$ cat config.mk
export PLATFORM = sky130hd
export DESIGN_NAME = gpuf_ctrl
export DESIGN_NICKNAME = d
export VERILOG_FILES = /design/src/hw/rtl/grid_percolation_union_find_unit_assert.svh /design/src/hw/rtl/gpuf_pkg.sv /design/src/hw/rtl/gpuf_ctrl.sv
export SDC_FILE = /design/constraint.sdc
export NUM_CORES = 1
export LEC_CHECK = 0
export BUFFER_PORTS_ARGS = -buffer_cell sky130_fd_sc_hd__buf_2
export CAP_MARGIN = 20
export CELL_PAD_IN_SITES_DETAIL_PLACEMENT = 0
export CELL_PAD_IN_SITES_GLOBAL_PLACEMENT = 2
export CORE_AREA = 4 4 70 72
export CTS_BUF_LIST = sky130_fd_sc_hd__clkbuf_8
export DETAILED_ROUTE_END_ITERATION = 6
export DIE_AREA = 0 0 74 76
export PLACE_DENSITY = 0.88
export SYNTH_ARGS = -nofsm -noshare
export SYNTH_HDL_FRONTEND = slang
export SYNTH_SLANG_ARGS = --single-unit
export TNS_END_PERCENT = 10
$ cat constraint.sdc
create_clock -name clk -period 1.8 [get_ports clk]
set_clock_uncertainty 0.1 [all_clocks]
set_input_delay 0 -clock clk [delete_from_list [all_inputs] [get_ports clk]]
set_output_delay 0 -clock clk [all_outputs]
set_load 0.01 [all_outputs]
$ cat src/hw/rtl/grid_percolation_union_find_unit_assert.svh
// ----------------------------------------------------------------------------
// Assertion macros for the grid percolation union-find unit
// Clocked implication checks that switch off when ASSERT_OFF is defined.
// ----------------------------------------------------------------------------
`ifndef GRID_PERCOLATION_UNION_FIND_UNIT_ASSERT_SVH
`define GRID_PERCOLATION_UNION_FIND_UNIT_ASSERT_SVH
`ifndef ASSERT_OFF
// same-cycle implication
`define GPUF_ASSERT_NOW(label, clk, rst, ante, cons) \
  label: assert property (@(posedge clk) disable iff (rst) (ante) |-> (cons)) \
    else $error("assertion failed");
// next-cycle implication
`define GPUF_ASSERT_NEXT(label, clk, rst, ante, cons) \
  label: assert property (@(posedge clk) disable iff (rst) (ante) |=> (cons)) \
    else $error("assertion failed");
`else
`define GPUF_ASSERT_NOW(label, clk, rst, ante, cons)
`define GPUF_ASSERT_NEXT(label, clk, rst, ante, cons)
`endif
`endif

$ cat src/hw/rtl/gpuf_pkg.sv
// ----------------------------------------------------------------------------
// gpuf_pkg
// Widths, select codes and controller/datapath interface structs.
// ----------------------------------------------------------------------------
package gpuf_pkg;

  localparam int AW    = 12;           // cell index width
  localparam int SZW   = 13;           // tree size width
  localparam int CNTW  = 16;           // open counter width
  localparam int GW    = 6;            // grid size / row / col width
  localparam int SIDEW = 7;            // side = N + 2
  localparam int CELLS = 1 << AW;
  localparam logic [GW-1:0] GRID_MAX = 6'd62;
  localparam logic [GW-1:0] GRID_RST = 6'd62;

  // memory address selects
  localparam logic [2:0] A_K   = 3'd0;
  localparam logic [2:0] A_ME  = 3'd1;
  localparam logic [2:0] A_NB  = 3'd2;
  localparam logic [2:0] A_CUR = 3'd3;
  localparam logic [2:0] A_RA  = 3'd4;
  localparam logic [2:0] A_RB  = 3'd5;

  // parent write data selects
  localparam logic [2:0] PD_SWEEP = 3'd0;
  localparam logic [2:0] PD_ME    = 3'd1;
  localparam logic [2:0] PD_ROOT  = 3'd2;
  localparam logic [2:0] PD_RA    = 3'd3;
  localparam logic [2:0] PD_RB    = 3'd4;

  // size write data selects
  localparam logic [1:0] SD_SWEEP = 2'd0;
  localparam logic [1:0] SD_ONE   = 2'd1;
  localparam logic [1:0] SD_SUM   = 2'd2;

  // walk pointer selects
  localparam logic [2:0] C_ME    = 3'd0;
  localparam logic [2:0] C_NB    = 3'd1;
  localparam logic [2:0] C_ZERO  = 3'd2;
  localparam logic [2:0] C_LAST  = 3'd3;
  localparam logic [2:0] C_PDATA = 3'd4;
  localparam logic [2:0] C_START = 3'd5;

  typedef struct packed {
    logic [2:0] p_addr_sel;
    logic [2:0] s_addr_sel;
    logic       wr_parent;
    logic [2:0] p_data_sel;
    logic       wr_size;
    logic [1:0] s_data_sel;
    logic       wr_open;
    logic       open_sweep;
    logic       sweep_clr;
    logic       sweep_inc;
    logic       load_item;
    logic       load_me;
    logic       count_inc;
    logic       nb_clr;
    logic       nb_load;
    logic       nb_inc;
    logic       cur_load;
    logic [2:0] cur_sel;
    logic       start_load;
    logic       root_load;
    logic       tgt_b;
    logic       size_a_load;
    logic       res_load;
    logic       res_zero;
  } cmd_t;

  typedef struct packed {
    logic cfg_wr;
    logic sweep_last;
    logic op_restart;
    logic in_range;
    logic odata;
    logic p_is_cur;
    logic cur_is_root;
    logic roots_eq;
    logic a_le_b;
    logic nb_last;
    logic out_full;
  } stat_t;

endpackage

$ cat src/hw/rtl/gpuf_ctrl.sv
// ----------------------------------------------------------------------------
// gpuf_ctrl
// Sequencer for clearing, cell open, neighbor unions and root finds.
// ----------------------------------------------------------------------------
module gpuf_ctrl (
  input  logic            clk,
  input  logic            rst,
  input  logic            in_valid,
  input  gpuf_pkg::stat_t stat,
  output gpuf_pkg::cmd_t  cmd,
  output logic            idle
);
  import gpuf_pkg::*;

  localparam logic [4:0] S_SWEEP = 5'd0;
  localparam logic [4:0] S_IDLE  = 5'd1;
  localparam logic [4:0] S_DEC   = 5'd2;
  localparam logic [4:0] S_ORD   = 5'd3;
  localparam logic [4:0] S_OCHK  = 5'd4;
  localparam logic [4:0] S_NBA   = 5'd5;
  localparam logic [4:0] S_NRD   = 5'd6;
  localparam logic [4:0] S_NCHK  = 5'd7;
  localparam logic [4:0] S_FW    = 5'd8;
  localparam logic [4:0] S_FWC   = 5'd9;
  localparam logic [4:0] S_FC    = 5'd10;
  localparam logic [4:0] S_FCC   = 5'd11;
  localparam logic [4:0] S_URA   = 5'd12;
  localparam logic [4:0] S_URB   = 5'd13;
  localparam logic [4:0] S_UWR   = 5'd14;
  localparam logic [4:0] S_NEXT  = 5'd15;
  localparam logic [4:0] S_RES   = 5'd16;

  // which find is running
  localparam logic [1:0] F_A   = 2'd0;
  localparam logic [1:0] F_B   = 2'd1;
  localparam logic [1:0] F_TOP = 2'd2;
  localparam logic [1:0] F_BOT = 2'd3;

  logic [4:0] state, state_next;
  logic [1:0] fsel, fsel_next;
  logic       pend_res, pend_res_next;

  assign idle = (state == S_IDLE);

  always_ff @(posedge clk) begin
    if (rst) begin
      state    <= S_SWEEP;
      fsel     <= F_A;
      pend_res <= 1'b0;
    end else begin
      state    <= state_next;
      fsel     <= fsel_next;
      pend_res <= pend_res_next;
    end
  end

  always_comb begin
    cmd           = '0;
    cmd.p_addr_sel = A_CUR;
    cmd.s_addr_sel = A_CUR;
    cmd.tgt_b     = fsel[0];
    state_next    = state;
    fsel_next     = fsel;
    pend_res_next = pend_res;
    unique case (state)
      S_SWEEP: begin
        cmd.p_addr_sel = A_K;
        cmd.s_addr_sel = A_K;
        cmd.wr_parent  = 1'b1;
        cmd.p_data_sel = PD_SWEEP;
        cmd.wr_size    = 1'b1;
        cmd.s_data_sel = SD_SWEEP;
        cmd.wr_open    = 1'b1;
        cmd.open_sweep = 1'b1;
        cmd.sweep_inc  = 1'b1;
        if (stat.sweep_last) state_next = pend_res ? S_RES : S_IDLE;
      end
      S_IDLE: begin
        cmd.load_item = in_valid;
        if (in_valid) state_next = S_DEC;
      end
      S_DEC: begin
        if (stat.op_restart) begin
          cmd.sweep_clr = 1'b1;
          pend_res_next = 1'b1;
          state_next    = S_SWEEP;
        end else begin
          cmd.load_me   = 1'b1;
          cmd.count_inc = 1'b1;
          state_next    = S_ORD;
        end
      end
      S_ORD: begin
        cmd.p_addr_sel = A_ME;
        state_next     = S_OCHK;
      end
      // open the cell if in range and still closed, else go to the top and bottom finds
      S_OCHK: begin
        cmd.p_addr_sel = A_ME;
        cmd.s_addr_sel = A_ME;
        if (stat.in_range && !stat.odata) begin
          cmd.wr_open    = 1'b1;
          cmd.wr_parent  = 1'b1;
          cmd.p_data_sel = PD_ME;
          cmd.wr_size    = 1'b1;
          cmd.s_data_sel = SD_ONE;
          cmd.nb_clr     = 1'b1;
          state_next     = S_NBA;
        end else begin
          cmd.cur_load   = 1'b1;
          cmd.start_load = 1'b1;
          cmd.cur_sel    = C_ZERO;
          fsel_next      = F_TOP;
          state_next     = S_FW;
        end
      end
      S_NBA: begin
        cmd.nb_load = 1'b1;
        state_next  = S_NRD;
      end
      S_NRD: begin
        cmd.p_addr_sel = A_NB;
        state_next     = S_NCHK;
      end
      S_NCHK: begin
        if (stat.odata) begin
          cmd.cur_load   = 1'b1;
          cmd.start_load = 1'b1;
          cmd.cur_sel    = C_ME;
          fsel_next      = F_A;
          state_next     = S_FW;
        end else begin
          state_next = S_NEXT;
        end
      end
      // root walk
      S_FW: state_next = S_FWC;
      S_FWC: begin
        cmd.cur_load = 1'b1;
        if (stat.p_is_cur) begin
          cmd.root_load = 1'b1;
          cmd.cur_sel   = C_START;
          state_next    = S_FC;
        end else begin
          cmd.cur_sel = C_PDATA;
          state_next  = S_FW;
        end
      end
      // path compression walk
      S_FC: state_next = S_FCC;
      S_FCC: begin
        if (!stat.cur_is_root) begin
          cmd.wr_parent  = 1'b1;
          cmd.p_data_sel = PD_ROOT;
          cmd.cur_load   = 1'b1;
          cmd.cur_sel    = C_PDATA;
          state_next     = S_FC;
        end else begin
          unique case (fsel)
            F_A: begin
              cmd.cur_load   = 1'b1;
              cmd.start_load = 1'b1;
              cmd.cur_sel    = C_NB;
              fsel_next      = F_B;
              state_next     = S_FW;
            end
            F_B: state_next = stat.roots_eq ? S_NEXT : S_URA;
            F_TOP: begin
              cmd.cur_load   = 1'b1;
              cmd.start_load = 1'b1;
              cmd.cur_sel    = C_LAST;
              fsel_next      = F_BOT;
              state_next     = S_FW;
            end
            F_BOT: state_next = S_RES;
            default: state_next = S_RES;
          endcase
        end
      end
      // weighted union
      S_URA: begin
        cmd.s_addr_sel = A_RA;
        state_next     = S_URB;
      end
      S_URB: begin
        cmd.s_addr_sel  = A_RB;
        cmd.size_a_load = 1'b1;
        state_next      = S_UWR;
      end
      S_UWR: begin
        cmd.wr_parent  = 1'b1;
        cmd.wr_size    = 1'b1;
        cmd.s_data_sel = SD_SUM;
        if (stat.a_le_b) begin
          cmd.p_addr_sel = A_RA;
          cmd.p_data_sel = PD_RB;
          cmd.s_addr_sel = A_RB;
        end else begin
          cmd.p_addr_sel = A_RB;
          cmd.p_data_sel = PD_RA;
          cmd.s_addr_sel = A_RA;
        end
        state_next = S_NEXT;
      end
      S_NEXT: begin
        if (stat.nb_last) begin
          cmd.cur_load   = 1'b1;
          cmd.start_load = 1'b1;
          cmd.cur_sel    = C_ZERO;
          fsel_next      = F_TOP;
          state_next     = S_FW;
        end else begin
          cmd.nb_inc = 1'b1;
          state_next = S_NBA;
        end
      end
      S_RES: begin
        if (!stat.out_full) begin
          cmd.res_load  = 1'b1;
          cmd.res_zero  = pend_res;
          pend_res_next = 1'b0;
          state_next    = S_IDLE;
        end
      end
      default: state_next = S_IDLE;
    endcase
    // a register write rebuilds the frame from scratch
    if (stat.cfg_wr) begin
      state_next    = S_SWEEP;
      pend_res_next = 1'b0;
    end
  end

endmodule

Word-level counts from Yosys, hierarchy flattened
Cells that the tools add are included.

word-level totals
  output and inout bits = 34
  input port bits = 14
  register bits = 8
  logic and storage cells = 99

cells by class
  muxes and demuxes = 56
  eq/ne operators = 28
  reduce and logical (&&, ||, !) cells = 12

operators by type and width
  kind                                                  number
  case mux 5 bit (17 select lines)                      1
  equality test 5 x 4 -> 1 bit (second input constant)  8
  2-to-1 mux 5 bit                                      8
  2-to-1 mux 2 bit                                      11
  equality test 5 x 3 -> 1 bit (second input constant)  4
  2-to-1 mux 4 bit                                      5
  case mux 4 bit (5 select lines)                       1
  2-to-1 mux 1 bit                                      16
  inequality test 2 bit (second input constant)         8
  case mux 4 bit (4 select lines)                       1
  case mux 3 bit (5 select lines)                       1
  case mux 5 bit (3 select lines)                       1
  case mux 3 bit (4 select lines)                       1
  equality test 5 x 2 -> 1 bit (second input constant)  2
  case mux 5 bit (2 select lines)                       1
  case mux 3 bit (3 select lines)                       1
  2-to-1 mux 8 bit                                      1
  case mux 2 bit (4 select lines)                       1
  2-to-1 mux 3 bit                                      2
  AND reduction 3 bit                                   2
  AND reduction 6 bit                                   1
  OR reduction 2 bit                                    3
  equality test 5 x 1 -> 1 bit (second input constant)  1
  equality test 5 bit (second input constant)           1
  12 further kinds                                      14

Logic depth before layout (Yosys ltp)
  depth in word-level cells = 5
  gate-level depth with buffers = 6
  mapped depth without buffers = 4

Worst setup path before layout
OpenSTA, ideal clock, no wires.

  path kind = register -> register
  start = register state[4]
  end = register state[1]
  stages on the path, launching flop included = 6
  clock period less this slack = 1.577 ns
  path slack = 0.223 ns
  required time = 1.641 ns
  data arrival time = 1.418 ns
  library setup time = 0.059 ns
  buffers on the path = 1
  path through = dfxtp_1 buf_6 or3_4 or3_1 inv_1 o31a_1

between the ends
  cells in the longest elaborated chain, start to end = 3
  elaborated cells between the ends (all ways) = 22
  those cells by class = eq/ne (19); mux (1); reduce/logical (2)

ends and longest elaborated chain
  element                                            RTL line         text
  start, declared                                    gpuf_ctrl.sv:39  logic [4:0] state, state_next;
  start signal, assigned                             gpuf_ctrl.sv:51  state <= state_next;
  equality test 5 bit, or another cell as far along  gpuf_ctrl.sv:65  unique case (state)
  inequality test 2 bit (no line)                    --
  AND reduction 3 bit (no line)                      --

Parallel ways exist; a longest one is shown, timed or not.
A chain may end at the register's enable or synchronous reset.

==> run_results.csv <==
group,metric,value,unit
critical_path,r2r_start,"state[2]",
clock_network,clk_pin_slew_worst_paths,40,ps
hold_path,hold_path.class,"in -> reg",
clock_network,clock_latency,230,ps
critical_path,required,1700,ps
timing,max_clock_freq,551.6,MHz
clock_network,clockBufferDepth,2,
power,leakage,0.7431,nW
logic_synthesis,synth_cell_types,47,
route,met3WireLength,226,µm
timing,grt_setup_unrepaired,"yes",
global_routing,grt_pass1_vias,1206,
critical_path,rrSetupSlack,180,ps
critical_path,crit_type,"reg -> out",
floorplanning,rows,24,
route,ant_nets,0,
cells_and_area,syn2layout_area_growth,51.15,%
logic_synthesis,synthTopCellsByCount,"nor2_1 (11), a21oi_1 (9), nand2_1 (9)",
placed_design,gp_congestion,0.8749,
timing,hold_viol_final,0,
critical_path,reg2reg_depth,5,
timing,relSlewSlack,0.7500,
cells_and_area,antennaDiodeCount,0,
clock_network,cts_tree,"done",
timing,worst_slew_pin_slew,365.6,ps
logic_synthesis,syn-num-nets,155,
route,wl_per_cell,14.43,µm
route,highest_layer,"met4",
logic_synthesis,synth_seq_cells,8,
cells_and_area,fillCellCount,473,
timing,drv_slew,0,
critical_path,rr_endpoint,"state[4]",
logic_synthesis,synth_top_family_by_area,"simple AND/OR/NAND/NOR gates",
clock_network,cts.sinks,8,
route,vias,1250,
route,drt_iter0_markers,99,
global_routing,grt.overflow.total,0,
floorplanning,start_util,0.2290,
power,combPwrFrac,0.213,
power,powerDensity,340.2,mW/mm²
critical_path,end_kind,"output pin",
hold_path,hold_path_end,"fsel[0]",
global_routing,grt_pass1_wl,5996,µm
power,finalPower,0.0005058,W
route,avgViaCountPerCell,4.921,
logic_synthesis,synthTopCellsByArea,"dfxtp_1 (16%), a21oi_1 (4.6%), nand2b_1 (4.5%)",
outcome,status,"complete, but fails checks",
power,power_frac_clock,0.434,
logic_synthesis,synth_seq_area_share,0.1628,
logic_synthesis,synth_simple_gate_area_frac,0.4059,
job,maxCapViolCount,0,
logic_synthesis,async_reset_ff_frac,0,
route,first_pass_iters,4,
cells_and_area,drive_gt1_frac,0.4703,
timing,min_period,1813,ps
floorplanning,die_w,74,µm
logic_synthesis,synth-compound-area-share,0.3003,
logic_synthesis,synth.most_common_cell,"nor2_1",
logic_synthesis,synth_top_area_cell,"dfxtp_1",
floorplanning,io_pins,48,
global_routing,grt_max_degree,15,
power,p_int,0.0003699,W
logic_synthesis,syn_inst,141,
power,peakVddDrop,0.0003782,V
logic_synthesis,syn_avg_cell_area,6.975,µm²
critical_path,critPathArrivalTime,1710,ps
clock_network,cts_buffers,3,
timing,finalSetupViolCount,1,
logic_synthesis,synth_edf_count,0,
logic_synthesis,syn_area,983.4,µm²
timing,period_share,1.007,
critical_path,crit_path_max_fanout,10,
logic_synthesis,ys.flop_type,"dfxtp_1",
timing,postLayoutSetupSlackWorst,-13.05,ps
power,swShare,0.2687,
logic_synthesis,synth_xor_area_frac,0,
clock_network,cts.htree.levels,1,
placed_design,dp_hpwl,2957,µm
floorplanning,core_area,0.004294,mm²
route,routed_wl,3666,µm
clock_network,clock-root-buffer,"clkbuf_8",
placed_design,placedInstanceArea,0.001324,mm²
floorplanning,die-area,0.005624,mm²
hold_path,hp-start,"stat[4]",
cells_and_area,fin_area,0.001486,mm²
route,met1_length,1609,µm
global_routing,antenna_found_initial,0,
power,pwr-share-seq,0.353,
power,p_switching,0.0001359,W
route,drcViolationCount,0,
cells_and_area,final_nets,218,
logic_synthesis,synthMuxAreaShare,0.01145,
global_routing,track_usage,0.1319,
floorplanning,fp.dieH,76,µm
logic_synthesis,synthAdderAreaFrac,0,
outcome,violations,"setup timing",
placed_design,port-buffer-count,47,
hold_path,min_path_cells,3,
logic_synthesis,yosys.area.top_type_share,0.1628,
timing,holdWs,61.95,ps
route,wl_met2,1755,µm
critical_path,start_kind,"flip-flop",
logic_synthesis,ys_warn_count,0,
cells_and_area,finish.utilization,0.3462,
-- area by class of cell --
type | instances | area [µm²] | share of cell area
clock buffer | 3 | 41.29 | 0.02778
inverter | 8 | 30.03 | 0.02020
tap | 52 | 65.06 | 0.04377
timing repair buffer | 73 | 437.9 | 0.2946
multi-input combinational | 110 | 735.7 | 0.4949
sequential | 8 | 176.4 | 0.1187
-- power groups by stage --
| stage | Sequential [W] | Combinational, W | Clock [W] |
|---|---|---|---|
| after detailed placement | 0.000187 | 0.000103 | 0 |
| after floorplan | 0.000184 | 0.0000567 | 0 |
| final | 0.000179 | 0.000108 | 0.000219 |
| after global placement | 0.000187 | 0.000103 | 0 |
| after global routing | 0.000179 | 0.000119 | 0.000233 |
| after CTS | 0.000180 | 0.000109 | 0.000223 |
-- repair_timing --
action	CTS	global route
gates cloned	0	0
setup endpoints to repair	9	7
hold buffers	3	0
setup buffers	2	4
hold endpoints to repair	6	0
resized for setup	10	9
pin swaps	1	2
-- metal layers --
layer	GRT usage	vias to the layer above
li1	-	630
met2	0.2066	49
met4	0.05072	0
met1	0.1810	564
met3	0.01583	7
met5	0	-
-- placed cells by master, fill, tap and decap left out, types with 2 or more instances in the layout --
master / synthesis / layout
a211oi_1: 2 / 2
a21oi_1: 9 / 9
a31oi_1: 3 / 3
and3_1: 3 / 2
buf_2: 7 / 47
buf_4: 4 / 23
clkbuf_8: 0 / 3
dfxtp_1: 8 / 3
dfxtp_4: 0 / 4
dlygate4sd3_1: 0 / 3
inv_1: 8 / 8
nand2_1: 9 / 9
nand2b_1: 7 / 7
nand3_1: 5 / 5
nor2_1: 11 / 10
nor2b_1: 4 / 4
nor3_1: 8 / 8
o211ai_1: 2 / 2
o21a_1: 2 / 2
o21ai_0: 5 / 5
o21bai_1: 3 / 3
o22ai_1: 3 / 3
or3_1: 2 / 2
or3_4: 3 / 3
-- state kept, by name, indices dropped and copies added (netlist names) --
name	cells
pend_res	1
fsel	2
state	5
-- per-stage QoR --
stage / cells / TNS, ps / setup WS (ps)
2_1_floorplan: 141 / 0 / 222.8
3_3_place_gp: 242 / 0 / 92.26
3_5_place_dp: 242 / 0 / 88.74
4_1_cts: 250 / -20.94 / -12.16
5_1_grt: 254 / -119.0 / -42.12
6_report: 254 / -13.05 / -13.05
-- cells by family (layout without fill, tap and decap cells) --
kind of cell | count (synthesis) | in the layout
AOI/OAI and AO/OA | 41 | 41
buffers and inverters | 23 | 84
DFF | 8 | 8
muxes | 1 | 1
and+or+nand+nor | 68 | 68
-- critical path: stages (launching register included) --
cell and delay, ps:
dfxtp_4 360, or3_4 420, or3_4 420, or2b_1 160, buf_2 120
-- worst max path at each step --
stage	from	endpoint	slack (ps)	cells after the start
CTS	state[4]	cmd[19]	-10	4
global placement	state[1]	state[0]	90	4
global route	state[3]	cmd[0]	-40	5
finish	state[4]	cmd[19]	-10	4
floorplan	state[4]	state[1]	220	5
detailed placement	state[1]	state[4]	90	5
Note: power is estimated with default switching activity, not from simulation.
